### config.mk
export PLATFORM = sky130hd
export DESIGN_NAME = packbytes_scanline_pixel_decoder_core
export DESIGN_NICKNAME = d
export VERILOG_FILES = /design/src/rtl/pbsd_pkg.sv /design/src/rtl/pbsd_core.sv /design/src/rtl/pbsd_fmt.sv /design/src/rtl/pbsd_skid.sv /design/src/rtl/packbytes_scanline_pixel_decoder_core.sv
export SDC_FILE = /design/constraint.sdc
export NUM_CORES = 1
export LEC_CHECK = 0
export BUFFER_PORTS_ARGS = -buffer_cell sky130_fd_sc_hd__buf_4
export CORE_AREA = 2 2 134 136
export DETAILED_ROUTE_END_ITERATION = 8
export DIE_AREA = 0 0 136 138
export PLACE_DENSITY = 0.76
export SLEW_MARGIN = 15
export SYNTH_ARGS = -nofsm -noshare
export SYNTH_HDL_FRONTEND = slang
export SYNTH_SLANG_ARGS = --single-unit
### constraint.sdc
create_clock -name clk -period 3.6 [get_ports clk]
set_input_delay 0.72 -clock clk [delete_from_list [all_inputs] [get_ports clk]]
set_output_delay 0.72 -clock clk [all_outputs]
set_load 0.005 [all_outputs]
### src/rtl/pbsd_pkg.sv
// Types and constants shared by the PackBytes scanline decoder modules.
package pbsd_pkg;

  // Decoder phase: waiting for a code byte, or inside one of the run kinds.
  typedef enum logic [1:0] {
    PH_CODE  = 2'd0,
    PH_LIT   = 2'd1,
    PH_BYTE  = 2'd2,
    PH_GROUP = 2'd3
  } phase_t;

  // Input commands.
  localparam logic [1:0] CMD_START = 2'd0;
  localparam logic [1:0] CMD_DATA  = 2'd1;
  localparam logic [1:0] CMD_PULL  = 2'd2;

  // Code byte operations (top two bits).
  localparam logic [1:0] OP_LIT   = 2'd0;
  localparam logic [1:0] OP_BYTE  = 2'd1;
  localparam logic [1:0] OP_GROUP = 2'd2;
  localparam logic [1:0] OP_QUAD  = 2'd3;

  // Result status codes.
  localparam logic [2:0] ST_ACCEPTED  = 3'd0;
  localparam logic [2:0] ST_PIXELS    = 3'd1;
  localparam logic [2:0] ST_NONE      = 3'd2;
  localparam logic [2:0] ST_BUSY      = 3'd3;
  localparam logic [2:0] ST_DONE_DROP = 3'd4;

  // Configuration register indexes.
  localparam logic CFG_LINE_WIDTH = 1'b0;
  localparam logic CFG_MULTI_PAL  = 1'b1;

  localparam logic [10:0] WIDTH_RESET = 11'd320;
  localparam logic [10:0] X_MAX       = 11'd2047;
  localparam logic [5:0]  COUNT_MASK  = 6'h3f;

  // Slot offsets of the four pixels in 640 mode.
  localparam logic [3:0] SLOT_A = 4'd8;
  localparam logic [3:0] SLOT_B = 4'd12;
  localparam logic [3:0] SLOT_C = 4'd0;
  localparam logic [3:0] SLOT_D = 4'd4;

  localparam logic [2:0] NPIX_320 = 3'd2;
  localparam logic [2:0] NPIX_640 = 3'd4;

  // What the decoder core hands to the pixel formatter for one item.
  typedef struct packed {
    logic [2:0]  status;
    logic [10:0] x_start;
    logic [10:0] width;
    logic        line_done;
    logic        pull;
    logic [7:0]  pbyte;
    logic [7:0]  mode;
  } core_t;

  // One finished result item.
  typedef struct packed {
    logic [2:0]  status;
    logic [7:0]  pixel_a;
    logic [7:0]  pixel_b;
    logic [7:0]  pixel_c;
    logic [7:0]  pixel_d;
    logic [2:0]  pixel_count;
    logic [10:0] x_start;
    logic [3:0]  in_line_mask;
    logic        line_done;
  } res_t;

endpackage

### src/rtl/pbsd_core.sv
// Decoder state: code parsing, run counting, pattern store and line position.
module pbsd_core import pbsd_pkg::*; #(
  parameter int MAX_WIDTH = 1024
) (
  input  logic        clk,
  input  logic        rst_n,
  input  logic        accept,
  input  logic [1:0]  command,
  input  logic [7:0]  data_byte,
  input  logic [10:0] line_width,
  input  logic        multi_palette,
  output core_t       core
);

  localparam logic [10:0] WMAX = (MAX_WIDTH > 2047) ? 11'd2047 : 11'(MAX_WIDTH);

  phase_t      phase_r, phase_nxt;
  logic [8:0]  run_r, run_nxt;
  logic [1:0]  slot_r, slot_nxt;
  logic [2:0]  fill_r, fill_nxt;
  logic [7:0]  mode_r, mode_nxt;
  logic [10:0] x_r, x_nxt;
  logic        pend_r, pend_nxt;
  logic [7:0]  store_r [4];

  logic        store_we;
  logic [1:0]  store_addr;
  logic [10:0] ew;
  logic        is_start, is_data, is_pull;
  logic        data_go, code_go, grp_go, byte_go, pull_go;
  logic [1:0]  opcode;
  logic [6:0]  count7;
  logic [2:0]  fill_inc;
  logic [8:0]  run_after;
  logic        pull_last;
  logic [2:0]  npix;
  logic [11:0] x_sum;
  logic [2:0]  status;

  assign ew       = (line_width > WMAX) ? WMAX : line_width;
  assign is_start = accept && (command == CMD_START);
  assign is_data  = accept && (command == CMD_DATA);
  assign is_pull  = accept && (command == CMD_PULL);
  assign data_go  = is_data && !pend_r;
  assign code_go  = data_go && (phase_r == PH_CODE) && (x_r < ew);
  assign grp_go   = data_go && (phase_r == PH_GROUP);
  assign byte_go  = data_go && ((phase_r == PH_LIT) || (phase_r == PH_BYTE));
  assign pull_go  = is_pull && pend_r;
  assign opcode   = data_byte[7:6];
  assign count7   = {1'b0, data_byte[5:0] & COUNT_MASK} + 7'd1;
  assign fill_inc = fill_r + 3'd1;

  // A group run counts one repeat when the slot wraps; other runs count each byte.
  assign run_after = (phase_r == PH_GROUP) ?
                     ((slot_r == 2'd3) ? run_r - 9'd1 : run_r) : run_r - 9'd1;
  assign pull_last = (run_after == 9'd0);

  assign npix  = mode_r[7] ? NPIX_640 : NPIX_320;
  assign x_sum = {1'b0, x_r} + {9'b0, npix};

  // Next phase.
  always_comb begin
    phase_nxt = phase_r;
    if (is_start) begin
      phase_nxt = PH_CODE;
    end else if (code_go) begin
      unique case (opcode) inside
        OP_LIT:           phase_nxt = PH_LIT;
        OP_BYTE, OP_QUAD: phase_nxt = PH_BYTE;
        OP_GROUP:         phase_nxt = PH_GROUP;
        default:          phase_nxt = phase_r;
      endcase
    end else if (pull_go && pull_last) begin
      phase_nxt = PH_CODE;
    end
  end

  // Counters, position, store writes and result fields.
  always_comb begin
    run_nxt    = run_r;
    slot_nxt   = slot_r;
    fill_nxt   = fill_r;
    mode_nxt   = mode_r;
    x_nxt      = x_r;
    pend_nxt   = pend_r;
    store_we   = 1'b0;
    store_addr = 2'd0;
    status     = ST_NONE;
    if (is_start) begin
      mode_nxt = multi_palette ? 8'd0 : data_byte;
      x_nxt    = 11'd0;
      run_nxt  = 9'd0;
      slot_nxt = 2'd0;
      fill_nxt = 3'd0;
      pend_nxt = 1'b0;
      status   = ST_ACCEPTED;
    end else if (is_data) begin
      if (pend_r) begin
        status = ST_BUSY;
      end else if (phase_r == PH_CODE && !code_go) begin
        status = ST_DONE_DROP;
      end else begin
        status = ST_ACCEPTED;
      end
      if (code_go) begin
        run_nxt = (opcode == OP_QUAD) ? {count7, 2'b00} : {2'b00, count7};
        if (opcode == OP_GROUP) begin
          fill_nxt = 3'd0;
        end
      end else if (grp_go) begin
        store_we   = 1'b1;
        store_addr = fill_r[1:0];
        fill_nxt   = fill_inc;
        if (fill_inc >= 3'd4) begin
          fill_nxt = 3'd4;
          slot_nxt = 2'd0;
          pend_nxt = 1'b1;
        end
      end else if (byte_go) begin
        store_we = 1'b1;
        pend_nxt = 1'b1;
      end
    end else if (pull_go) begin
      status  = ST_PIXELS;
      run_nxt = run_after;
      if (phase_r == PH_GROUP) begin
        slot_nxt = slot_r + 2'd1;
      end else if (phase_r == PH_LIT) begin
        pend_nxt = 1'b0;
      end
      if (pull_last) begin
        pend_nxt = 1'b0;
        fill_nxt = 3'd0;
      end
      x_nxt = x_sum[11] ? X_MAX : x_sum[10:0];
    end
  end

  always_ff @(posedge clk) begin
    if (!rst_n) begin
      phase_r <= PH_CODE;
      run_r   <= 9'd0;
      slot_r  <= 2'd0;
      fill_r  <= 3'd0;
      mode_r  <= 8'd0;
      x_r     <= 11'd0;
      pend_r  <= 1'b0;
    end else begin
      phase_r <= phase_nxt;
      run_r   <= run_nxt;
      slot_r  <= slot_nxt;
      fill_r  <= fill_nxt;
      mode_r  <= mode_nxt;
      x_r     <= x_nxt;
      pend_r  <= pend_nxt;
    end
  end

  // Pattern store holds no reset; every entry is written before a pull reads it.
  always_ff @(posedge clk) begin
    if (store_we) begin
      store_r[store_addr] <= data_byte;
    end
  end

  always_comb begin
    core.status    = status;
    core.x_start   = is_start ? 11'd0 : x_r;
    core.width     = ew;
    core.line_done = (phase_nxt == PH_CODE) && !pend_nxt && (x_nxt >= ew);
    core.pull      = pull_go;
    core.pbyte     = store_r[(phase_r == PH_GROUP) ? slot_r : 2'd0];
    core.mode      = mode_r;
  end

endmodule

### src/rtl/pbsd_fmt.sv
// Pixel formatter: splits a decoded byte into palette indices and line mask.
module pbsd_fmt import pbsd_pkg::*; (
  input  core_t core,
  output res_t  res
);

  logic [3:0]  pal;
  logic [7:0]  p;
  logic [2:0]  npix;
  logic [3:0]  mask;

  assign pal  = core.mode[3:0];
  assign p    = core.pbyte;
  assign npix = core.pull ? (core.mode[7] ? NPIX_640 : NPIX_320) : 3'd0;

  always_comb begin
    for (int i = 0; i < 4; i++) begin
      mask[i] = (3'(i) < npix) &&
                (({1'b0, core.x_start} + 12'(i)) < {1'b0, core.width});
    end
  end

  always_comb begin
    res.status       = core.status;
    res.pixel_a      = 8'd0;
    res.pixel_b      = 8'd0;
    res.pixel_c      = 8'd0;
    res.pixel_d      = 8'd0;
    res.pixel_count  = npix;
    res.x_start      = core.x_start;
    res.in_line_mask = mask;
    res.line_done    = core.line_done;
    if (core.pull) begin
      if (core.mode[7]) begin
        res.pixel_a = {pal, SLOT_A | {2'b00, p[7:6]}};
        res.pixel_b = {pal, SLOT_B | {2'b00, p[5:4]}};
        res.pixel_c = {pal, SLOT_C | {2'b00, p[3:2]}};
        res.pixel_d = {pal, SLOT_D | {2'b00, p[1:0]}};
      end else begin
        res.pixel_a = {pal, p[7:4]};
        res.pixel_b = {pal, p[3:0]};
      end
    end
  end

endmodule

### src/rtl/pbsd_skid.sv
// Two-entry output buffer that decouples result stall from item acceptance.
module pbsd_skid import pbsd_pkg::*; (
  input  logic clk,
  input  logic rst_n,
  input  logic push,
  input  res_t push_data,
  input  logic out_stall,
  output logic full,
  output logic out_valid,
  output res_t out_data
);

  logic main_v_r, main_v_nxt;
  logic skid_v_r, skid_v_nxt;
  res_t main_r, skid_r;
  logic pop;

  assign pop = main_v_r && !out_stall;

  always_comb begin
    main_v_nxt = main_v_r;
    skid_v_nxt = skid_v_r;
    if (pop) begin
      if (skid_v_r) begin
        skid_v_nxt = 1'b0;
      end else begin
        main_v_nxt = push;
      end
    end else if (push) begin
      if (main_v_r) begin
        skid_v_nxt = 1'b1;
      end else begin
        main_v_nxt = 1'b1;
      end
    end
  end

  always_ff @(posedge clk) begin
    if (!rst_n) begin
      main_v_r <= 1'b0;
      skid_v_r <= 1'b0;
    end else begin
      main_v_r <= main_v_nxt;
      skid_v_r <= skid_v_nxt;
    end
  end

  always_ff @(posedge clk) begin
    if (pop && skid_v_r) begin
      main_r <= skid_r;
    end else if (push && (pop || !main_v_r)) begin
      main_r <= push_data;
    end
    if (push && main_v_r && !pop) begin
      skid_r <= push_data;
    end
  end

  assign full      = skid_v_r;
  assign out_valid = main_v_r;
  assign out_data  = main_r;

endmodule

### src/rtl/packbytes_scanline_pixel_decoder_core.sv
// A result item is registered into the output buffer when its item is accepted.
// Throughput: one item per cycle while in_stall is low; decoder state updates in the accepting cycle.
// A two-entry output buffer keeps input accepted while one result waits on out_stall.
// in_stall rises only when both buffer entries are full.
// Synchronous active-low reset: line width 320, single palette, decoder idle at x 0.
module packbytes_scanline_pixel_decoder_core import pbsd_pkg::*; #(
  parameter int MAX_WIDTH = 1024
) (
  input  logic        clk,
  input  logic        rst_n,
  input  logic        cfg_we,
  input  logic        cfg_index,
  input  logic [10:0] cfg_data,
  input  logic        in_valid,
  output logic        in_stall,
  input  logic [1:0]  in_command,
  input  logic [7:0]  in_data_byte,
  output logic        out_valid,
  input  logic        out_stall,
  output logic [2:0]  out_status,
  output logic [7:0]  out_pixel_a,
  output logic [7:0]  out_pixel_b,
  output logic [7:0]  out_pixel_c,
  output logic [7:0]  out_pixel_d,
  output logic [2:0]  out_pixel_count,
  output logic [10:0] out_x_start,
  output logic [3:0]  out_in_line_mask,
  output logic        out_line_done
);

  // Configuration registers; the user writes them only while the decoder is idle, the block itself does not enforce it.
  logic [10:0] line_width_r;
  logic        multi_palette_r;

  logic  accept;
  core_t core;
  res_t  res;
  res_t  out_res;

  always_ff @(posedge clk) begin
    if (!rst_n) begin
      line_width_r    <= WIDTH_RESET;
      multi_palette_r <= 1'b0;
    end else if (cfg_we) begin
      unique case (cfg_index)
        CFG_LINE_WIDTH: line_width_r    <= cfg_data;
        CFG_MULTI_PAL:  multi_palette_r <= cfg_data[0];
        default:        line_width_r    <= line_width_r;
      endcase
    end
  end

  // An item is taken whenever the output buffer has a free entry.
  assign accept = in_valid && !in_stall;

  // Decoder state and per-item status.
  pbsd_core #(
    .MAX_WIDTH (MAX_WIDTH)
  ) u_core (
    .clk           (clk),
    .rst_n         (rst_n),
    .accept        (accept),
    .command       (in_command),
    .data_byte     (in_data_byte),
    .line_width    (line_width_r),
    .multi_palette (multi_palette_r),
    .core          (core)
  );

  // Turns the decoded byte into pixels and the in-line mask.
  pbsd_fmt u_fmt (
    .core (core),
    .res  (res)
  );

  // Result register with one skid entry behind it.
  pbsd_skid u_skid (
    .clk       (clk),
    .rst_n     (rst_n),
    .push      (accept),
    .push_data (res),
    .out_stall (out_stall),
    .full      (in_stall),
    .out_valid (out_valid),
    .out_data  (out_res)
  );

  assign out_status       = out_res.status;
  assign out_pixel_a      = out_res.pixel_a;
  assign out_pixel_b      = out_res.pixel_b;
  assign out_pixel_c      = out_res.pixel_c;
  assign out_pixel_d      = out_res.pixel_d;
  assign out_pixel_count  = out_res.pixel_count;
  assign out_x_start      = out_res.x_start;
  assign out_in_line_mask = out_res.in_line_mask;
  assign out_line_done    = out_res.line_done;

endmodule

Yosys cells after proc, flatten, opt, wreduce, memory -nomap -nowiden
Memory sizes are Yosys's and may differ from the RTL's.
Index checks and enable logic that the tools add are counted.
Storage, ports and cells
  output and inout bits: 56
  input bits: 27
  memory bits (writable): 32
  register bits after elaboration: 158
  bits in read-only memories: 0
  word-level logic and storage cells: 187
  latch bits: 0
  memories: 1
Cells by class
  equality and inequality tests: 16
  $lt $le $gt $ge: 12
  multiply operators: 0
  bitwise gates (word level): 2
  divide/modulo/power cells: 0
  reduce and logical (&&, ||, !) cells: 52
  add/sub/neg operators: 8
  muxes and demuxes: 67
  shift operators: 0
Memories
  u_core.store_r: depth 4, bits a word 8, read ports 1, clocked after memory_dff 0, wr ports 1, line pbsd_core.sv:24  | logic [7:0] store_r [4];
Operators by type and width (number)
  54-bit 2-to-1 mux: 2
  11-bit 2-to-1 mux: 6
  9-bit 2-to-1 mux: 6
  3-bit 2-to-1 mux: 13
  12-bit by 11-bit < comparator with 1-bit output: 3
  32-bit 2-to-1 mux: 1
  2-bit 2-to-1 mux: 15
  11-bit by 2-bit adder with 12-bit output, second input constant: 2
  1-bit logical AND: 23
  11-bit < comparator: 2
  1-bit 2-to-1 mux: 20
  16-bit 2-to-1 mux: 1
  11-bit by 1-bit adder with 12-bit output, second input constant: 1
  11-bit by 3-bit adder with 12-bit output: 1
  2-bit == test, second input constant: 6
  12-bit 2-to-1 mux: 1
  11-bit greater-or-equal comparator: 1
  11-bit greater-than comparator, second input constant: 1
  2-bit inequality test, second input constant: 5
  2-bit AND reduction: 5
  2-bit nonzero test: 5
  9-bit logical NOT: 1
  9-bit by 1-bit subtractor with 9-bit output, second input constant: 1
  2-bit logical NOT: 4
  16 further kinds: 31

Logic depth before layout (Yosys ltp)
Gate-level depths: netlist of the first run.
  depth after elaboration: 15
  depth in mapped cells: 18

Hierarchy
Synthesis of the first run repeated with hierarchy kept, for this count alone.
Second synthesis, totals
  cells, all modules: 972
  area, all modules: 10929.2 µm²
Modules (own cells, without submodules)
  pbsd_core: instances 1, cells each 497, seq. area each 1681.6 µm², area an instance 4349.2 µm²
  pbsd_skid: instances 1, cells each 179, seq. area each 3283.1 µm², area an instance 4247.8 µm²
  pbsd_fmt: instances 1, cells each 243, seq. area each 0.0 µm², area an instance 1829.3 µm²
  packbytes_scanline_pixel_decoder_core: instances 1, cells each 53, seq. area each 240.2 µm², area an instance 503.0 µm²

Least setup slack after synthesis of the first run
No wires, ideal clock.
  kind: input to register
  start: input in_command[1]
  end: register u_skid.main_r, in the netlist u_skid.out_data[2], data pin
  stages on the path: 18
  slack: -0.248 ns
  setup time: 0.129 ns
  arrival time: 3.718 ns
  cells stage by stage: buf_6 or4b_4 buf_6 nand2_1 inv_1 ha_1 clkbuf_1 nand4_1 xor2_1 nor2_1 ha_1 a21o_1 a21o_1 a21oi_1 o31ai_1 a21o_1 a31oi_1 a21o_1
RTL lines
  from (decl): line packbytes_scanline_pixel_decoder_core.sv:16  | input logic [1:0] in_command,
  to (signal assigned): line pbsd_skid.sv:50  | main_r <= skid_r;
  to (signal assigned): line pbsd_skid.sv:52  | main_r <= push_data;
  to (decl): line pbsd_skid.sv:15  | res_t main_r, skid_r;

==> results.cfg, run 1 <==
[outcome]
status = finished, final reports clean

[synth]
syn-cell-area_mm2 = 0.00925
synth_top_area_cell = edfxtp_1
synth.avg_cell_area_um2 = 10.1
synth_common_cells = 114 x edfxtp_1, 106 x nand2_1, 74 x ha_1, 66 x a21oi_1, 65 x nor2_1
syn_inst = 919
synth_edf_count = 114
ys_seq_area_frac = 0.472
ys_ff_latch = 161
ys_types = 74
yosysWarningCount = 0
post-synth-top-count-cell = edfxtp_1
synth_area_leaders = edfxtp_1 37%, dfxtp_1 10%, ha_1 10%
synthFlopType = edfxtp_1
async_flop_share = 0
yosysTopAreaCellShare = 0.370

[worst_setup_path]
critPathBufInv = 1
reg2reg_slack_ns = 0.17
start_kind = flop
crit_path_max_incr_delay_ns = 0.66
critPathKind = flop to flop
cpMostUsedCell = a21o_1
crit_chain = or4b_4 > nand2_4 > buf_4 > ha_1 > a21oi_4 > or3_1 > a21oi_1 > ha_1 > a21o_1 > a21o_1 > a21oi_1 > o21ai_0 > a41oi_2 > a21o_1
cp.depth = 14
arrival_ns = 3.73
crit_fanout = 9
end_kind = flop
crit_required_ns = 3.90
crit_slowest_cell = or4b_4
r2r_end = u_skid.out_data[4]
rr_startpoint = u_skid.full
path_delay_family = compound AO/OA/AOI/OAI gates
r2r_cells = 14

[clock_tree]
cts_resized = 0
cts.sinks = 161
cts_tree = built
clkLatencyLatePin_ns = 0.43
post-cts-setup-buffer-count = 0
cts_buffers = 17
cts_root_buf = clkbuf_16
path_clk_slew_ns = 0.06
clock_path_buffers = 2
ctsHoldBuffers = 0
cts_max_level = 4

[timing]
tns_ns = 0
finalSetupViolations = 0
min_period_over_period = 0.953
min_period_ns = 3.43
worst_slack_ns = 0.168
timing.fmax_mhz = 291
rsz0062_at_grt = no
maxSlewHeadroom = 0.558
report.final.hold_viol_count = 0
worst_pin_slew_ns = 0.662
slew_viol_final = 0
fin_worst_skew_ns = 0.00641

[drt]
drc_errors = 0
vias = 7421
drt_pass1_iterations = 5
totalWireLength_mm = 22.5
via_per_inst = 5.86
drt_iter0_drc = 621
routedWlPerCell_um = 17.8
ant_nets = 0

[place]
dpl.cell_count = 1237
dp_hpwl_mm = 16.2
dp_slack_ns = -0.167
port_buffers = 78
gp_congestion = 0.913

[grt]
grt_pass1_vias = 7219
antenna_found_initial = 0
grt_pass1_wl_mm = 36.5
grt_max_degree = 42
grt_overflow = 0
grt_usage = 0.245

[cells_and_area]
fin_nets = 1129
fin_util = 0.629
final_cells = 1267
diodes = 0
syn2layout_area_growth_pct = 19.3
multi_input_area_mm2 = 0.00450
nFillCells = 1420
drive_gt1_frac = 0.203
seq_area_mm2 = 0.00436

[flow_run]
max-cap-violations = 0

[die]
dieArea_mm2 = 0.0188
ios = 83
rows = 49
die_x_um = 136
die_h_um = 138
core_mm2 = 0.0175
initial_core_util = 0.527

[power_and_ir_drop]
totalPowerFinal_mw = 4.39
power_density_mw_per_mm2 = 398
power_leakage_nw = 4.74
ir_worst_vdd_mv = 0.360

[worst_hold_path]
hold_path_depth = 2
hp-class = flop to flop
min_from = line_width_r[5]
hold_end = line_width_r[5]
-- registers in the layout, indices dropped and copies added (netlist names) --
name and cells:
u_skid.out_data 41, u_skid.skid_r 41, u_core.store_r 32, line_width_r 11, u_core.x_r 11, u_core.run_r 9
u_core.mode_r 5, u_core.fill_r 3, u_core.phase_r 2, u_core.slot_r 2, multi_palette_r 1, u_core.pend_r 1
u_skid.full 1, u_skid.out_valid 1
-- stage by stage --
stage	area [um2]	hold WS [ns]
2_1_floorplan	9290	0.432
3_3_place_gp	10400	0.443
3_5_place_dp	10400	0.447
4_1_cts	11000	0.455
5_1_grt	11000	0.490
6_report	11000	0.454
-- logic make-up after synthesis --
logic type,Yosys count,share of synthesized area
compound gates,219,0.157
xor+xnor,34,0.0322
fa+ha+maj,75,0.102
buf+inv,97,0.0472
flops,161,0.472
mux,19,0.0215
other cells,1,0.000406
simple gates,313,0.168
-- worst max-delay path by stage --
| stage | endpoint | startpoint | slack (ns) |
|---|---|---|---|
| floorplan | u_skid.out_data[2] | in_command[1] | -0.03 |
| CTS | u_skid.out_data[4] | u_skid.full | 0.19 |
| global route | u_skid.out_data[2] | u_skid.full | 0.01 |
| finish | u_skid.out_data[4] | u_skid.full | 0.17 |
| detailed placement | u_skid.out_data[2] | in_command[1] | -0.17 |
| global placement | u_skid.out_data[2] | in_command[1] | -0.08 |
-- layout make-up --
cell class / instances / area share
clock buffer: 17 / 0.0386
inverter: 36 / 0.0125
multi-input combinational: 664 / 0.408
sequential: 161 / 0.396
tap: 229 / 0.0260
clock inverter: 13 / 0.0180
timing repair buffer: 147 / 0.101
-- layer usage --
layer / up-vias / part of all wire / GRT usage
met3: 41 / 0.065 / 0.0576
met2: 261 / 0.47 / 0.382
met4: 0 / 0.020 / 0.0762
met1: 3555 / 0.45 / 0.340
li1: 3564 / - / -
met5: - / 0 / 0
-- tightest hold or removal path: stages (launching register included) --
cell     delay, ns
dfxtp_1       0.31
nand2_1       0.05
a21oi_1       0.05
-- where the power goes --
| group | switching, mW | internal, mW | total [mW] |
|---|---|---|---|
| logic | 0.227 | 0.170 | 0.397 |
| registers | 0.0324 | 2.03 | 2.07 |
| clock network | 0.757 | 1.17 | 1.93 |
-- cell usage in the layout (no fill, tap or decap), drive strengths merged, types with 26 or more instances in the layout --
cell type	count
buf	147
edfxtp	114
nand2	108
ha	74
a21oi	67
nor2	66
dfxtp	47
a21o	41
inv	41
o21ai	37
nand3	26
Power figures use the tool's default switching activity.
==> inputs of run 2 (changes only) <==
CORE_AREA = 2 2 144 146   (was 2 2 134 136)
DIE_AREA = 0 0 146 148   (was 0 0 136 138)
SYNTH_HIERARCHICAL = 1   (was not set)
==> run 2 against run 1 <==
Compared with the run above: clock skew is 0.0057 ns higher; total power increased by 11%; setup slack worse by 0.097 ns; critical path depth increased by 3; hold slack improved by 0.0045 ns; sequential cell count is 26 higher; clock power increased by 5%; non-clock buffer count up 11; final cell count grew 6.7%; cell area up 15%; critical path type unchanged; critical endpoint is now u_skid/out_data[0]; largest power group unchanged.
==> results.cfg, run 2 <==
[outcome]
status = finished, final reports clean

[cells_and_area]
drive_gt1_frac = 0.277
syn2layout_area_growth_pct = 17.3
final_common_cell = buf_4
final_cells = 1352
diodes = 0
most-common-layout-cells = 155 x buf_4, 140 x edfxtp_1, 78 x nand2_1, 71 x ha_1, 54 x a21oi_1
fin_nets = 1171

[worst_setup_path]
crit_slowest_cell = fa_2
r2r_cells = 17
crit_required_ns = 3.78
crit_chain = inv_2 > ha_2 > inv_1 > fa_2 > or3_4 > or2_4 > nand3_2 > o21ai_2 > nor2_1 > ha_1 > buf_4 > nand4_1 > nor3_1 > a211oi_2 > o31ai_2 > and4_1 > mux2_2
crit_fanout = 3
arrival_ns = 3.71
critPathKind = flop to flop
crit_path_max_incr_delay_ns = 0.39
start_kind = flop
end_kind = flop

[timing]
worst_pin_slew_ns = 0.733
slew_viol_final = 0
maxSlewHeadroom = 0.511
timing.fmax_mhz = 283
min_period_over_period = 0.980
min_period_ns = 3.53
report.final.hold_viol_count = 0
tns_ns = 0
fin_worst_skew_ns = 0.0121
fin_hold_ws_ns = 0.459
finalSetupViolations = 0

[die]
dieArea_mm2 = 0.0216
initial_core_util = 0.540
rows = 52
core_mm2 = 0.0200
ios = 83
die_x_um = 146
die_h_um = 148

[drt]
ant_nets = 0
drt_iter0_drc = 665
drc_errors = 0
drt_pass1_iterations = 5
routedWlPerCell_um = 17.4
totalWireLength_mm = 23.5
vias = 7670
via_per_inst = 5.67

[place]
gp_congestion = 0.916
dpl.cell_count = 1318
port_buffers = 82
dp_hpwl_mm = 16.6

[clock_tree]
cts.sinks = 187
clock_path_buffers = 2
cts_buffers = 17
path_clk_slew_ns = 0.08
clkLatencyLatePin_ns = 0.43
cts_root_buf = clkbuf_16
cts_tree = built
cts_max_level = 4

[grt]
grtUsageMet1 = 0.306
grt.busiest_layer = met2
grt_pass1_wl_mm = 37.1
grt_max_degree = 55
grt_usage = 0.215
antenna_found_initial = 0
grt_use_met3 = 0.0321
grt_pass1_vias = 7146
met2_usage = 0.350
grt_overflow = 0

[power_and_ir_drop]
totalPowerFinal_mw = 4.88
ir_worst_vdd_mv = 0.279
power_leakage_nw = 5.36
power_density_mw_per_mm2 = 385

[synth]
yosysWarningCount = 6
syn-cell-area_mm2 = 0.0108
synth.avg_cell_area_um2 = 11.3
syn_inst = 960

[worst_hold_path]
hp-class = flop to flop
hold_path_depth = 2

[flow_run]
max-cap-violations = 0
==> run 2: changes by cell type in the layout (fill, tap and decap cells not counted), sizes merged, moves of 14 or more <==
cell / delta
mux2: +56
a21o: -34
nand2: -29
edfxtp: +26
nor2: -16
nand3b: +14
==> run 2: area by class of cell <==
type                            instances  area [um2]
Timing Repair Buffer                  158        1210
Sequential cell                       187        5150
Inverter                               47         178
Multi-Input combinational cell        658        5150
Clock inverter                         15         235
Clock buffer                           17         425
Tap cell                              270         338
Fill cell                            1562        7350
==> run 2: critical path, delay by kind of cell, from the launching register on <==
| family | cells | cell delay (ns) |
|---|---|---|
| AO/OA/AOI/OAI | 3 | 0.42 |
| adder cells (fa/ha/maj) | 3 | 0.82 |
| AND/OR/NAND/NOR | 7 | 1.20 |
| flip-flops | 1 | 0.34 |
| buffers and inverters | 3 | 0.26 |
| multiplexers | 1 | 0.26 |
==> run 2: final timing paths <==
path	from	endpoint	slack [ns]
hold / removal	line_width_r[1]	line_width_r[1]	0.46
hold reg to reg	line_width_r[1]	line_width_r[1]	0.46
setup reg to reg	u_core/mode_r[7]	u_skid/out_data[0]	0.07
setup / recovery	u_core/mode_r[7]	u_skid/out_data[0]	0.07
==> run 2: metal layers <==
metal,up-vias,wire [um],share of wire
li1,3694,-,-
met1,3709,10900,0.46
met2,240,11100,0.47
met3,27,1240,0.053
met4,0,263,0.011
met5,-,0,0
==> run 2: through the flow <==
| step | area, um2 | util | setup slack [ns] |
|---|---|---|---|
| floorplan | 10900 | - | -0.111 |
| global placement | 11900 | 0.594 | -0.148 |
| detailed placement | 11900 | 0.594 | -0.215 |
| CTS | 12600 | 0.628 | 0.0396 |
| global route | 12700 | 0.633 | -0.0592 |
| finish | 12700 | 0.633 | 0.0710 |
==> run 2: timing repair <==
item                                    in CTS  in global routing
endpoints found under the setup margin       1                  1
gates resized for setup                      3                 21
cloned                                       0                  0
pin swaps                                    1                 11
hold buffers                                 0                  0
buffers inserted                             0                  2
==> run 2: power breakdown <==
group,total [mW],switching (mW),internal (mW)
Combinational,0.453,0.251,0.202
Sequential,2.41,0.0327,2.38
Clock,2.02,0.931,1.09
Total,4.88,1.21,3.67
==> inputs of run 3 (changes only) <==
REMOVE_ABC_BUFFERS = 1   (was not set)
==> run 3 against run 2 <==
Compared with the run above: sequential share of layout area up 0.10 points; highest routed layer unchanged; first-iteration DRC count up 11%; clock skew up 0.00070 ns.
==> results.cfg, run 3 (synthesized netlist as in run 2, its figures left out) <==
[cells_and_area]
fin_util = 0.631
final_area_mm2 = 0.0126
final_cells = 1355
drive_gt1_frac = 0.276
final_common_cell = buf_4
syn2layout_area_growth_pct = 16.9
most-common-layout-cells = 159 x buf_4, 140 x edfxtp_1, 79 x nand2_1, 73 x ha_1, 54 x a21oi_1
fin_nets = 1174
diodes = 0

[worst_setup_path]
path_delay_family = simple AND/OR/NAND/NOR gates
critPathKind = flop to flop
cpMostUsedCell = ha_1
crit_fanout = 4
critPathBufInv = 3
arrival_ns = 3.71
crit_slowest_cell = or3_4
start_kind = flop
crit_path_max_incr_delay_ns = 0.40
end_kind = flop
crit_chain = inv_2 > ha_1 > inv_1 > fa_2 > or3_4 > or2_4 > a21oi_2 > ha_1 > a211oi_1 > nand2_1 > buf_4 > a21oi_1 > o31ai_2 > and4_1 > mux2_2
crit_required_ns = 3.78

[timing]
report.final.hold_viol_count = 0
slew_viol_final = 0
timing.fmax_mhz = 283
maxSlewHeadroom = 0.531
worst_pin_slew_ns = 0.704
finalSetupViolations = 0
tns_ns = 0
fin_worst_skew_ns = 0.0128
min_period_over_period = 0.982
min_period_ns = 3.54
rsz0062_at_grt = yes

[power_and_ir_drop]
power_leakage_nw = 5.35
intPower_mw = 3.60
swShare = 0.254
power_density_mw_per_mm2 = 382
totalPowerFinal_mw = 4.83
p_switching_mw = 1.23
clock_power_share = 0.407
power_frac_seq = 0.499
p_comb_frac = 0.094
ir_worst_vdd_mv = 0.338

[clock_tree]
ctsHoldBuffers = 0
cts_root_buf = clkbuf_16
clock_path_buffers = 2
cts_buffers = 17
clkLatencyLatePin_ns = 0.44
cts.sinks = 187
cts_max_level = 4
path_clk_slew_ns = 0.07
cts_tree = built

[drt]
top_layer = met4
wl_met3_mm = 1.07
drc_errors = 0
wl_met2_mm = 10.6
drt_pass1_iterations = 5
ant_nets = 0
wl_met1_mm = 11.0
vias = 7615
routedWlPerCell_um = 17.0
drt_iter0_drc = 741
totalWireLength_mm = 23.0
via_per_inst = 5.62

[place]
dpl.cell_count = 1321
port_buffers = 82
gp_congestion = 0.929
dpl-instance-area_mm2 = 0.0119
dp_hpwl_mm = 16.3

[grt]
grt_pass1_vias = 7247
grt_usage = 0.213
grt_pass1_wl_mm = 37.1
grt_max_degree = 55
grt_overflow = 0
antenna_found_initial = 0

[flow_run]
max-cap-violations = 0

[die]
rows = 52
die_h_um = 148
initial_core_util = 0.540
die_x_um = 146
ios = 83
core_mm2 = 0.0200
dieArea_mm2 = 0.0216

[outcome]
status = finished, final reports clean

[worst_hold_path]
hp-class = flop to flop
==> run 3: power groups by stage <==
stage | Clock (mW) | Sequential, mW | Combinational [mW]
4_1_cts | 2.00 | 2.41 | 0.442
6_report | 1.97 | 2.41 | 0.453
3_3_place_gp | 0 | 2.45 | 0.430
2_1_floorplan | 0 | 2.46 | 0.231
5_1_grt | 2.08 | 2.42 | 0.496
3_5_place_dp | 0 | 2.46 | 0.438
==> run 3: cell type report <==
cell class                      instances  area [um2]
Sequential cell                       187        5140
Fill cell                            1592        7390
Clock inverter                         15         206
Inverter                               47         178
Timing Repair Buffer                  161        1230
Clock buffer                           17         425
Tap cell                              270         338
Multi-Input combinational cell        658        5120
==> run 3: timing repair <==
item / CTS / global route
pin swaps: 0 / 4
setup buffers: 0 / 2
endpoints found under the setup margin: 2 / 4
gates resized for setup: 5 / 19
==> run 3: tightest hold or removal path, stage by stage, from the launching register on <==
cell and delay [ns]:
dfxtp_1 0.31, nand2_1 0.05, mux2i_1 0.05
==> run 3: path summary, 6_finish.rpt <==
kind | slack, ns | depth (start not counted) | from | end
setup reg to reg | 0.06 | 15 | u_core/mode_r[7] | u_skid/out_data[0]
hold reg to reg | 0.46 | 2 | line_width_r[5] | line_width_r[5]
setup / recovery | 0.06 | 15 | u_core/mode_r[7] | u_skid/out_data[0]
hold / removal | 0.46 | 2 | line_width_r[5] | line_width_r[5]
==> run 3: routing by layer <==
| metal | vias up | track usage |
|---|---|---|
| met5 | - | 0 |
| met4 | 0 | 0.0665 |
| met3 | 37 | 0.0272 |
| met2 | 252 | 0.344 |
| met1 | 3630 | 0.303 |
| li1 | 3696 | - |
==> run 3: metrics by stage <==
stage / hold slack [ns] / setup WS [ns]
2_1_floorplan: 0.435 / -0.805
3_3_place_gp: 0.443 / -0.426
3_5_place_dp: 0.447 / -0.463
4_1_cts: 0.463 / 0.0338
5_1_grt: 0.497 / -0.194
6_report: 0.460 / 0.0648
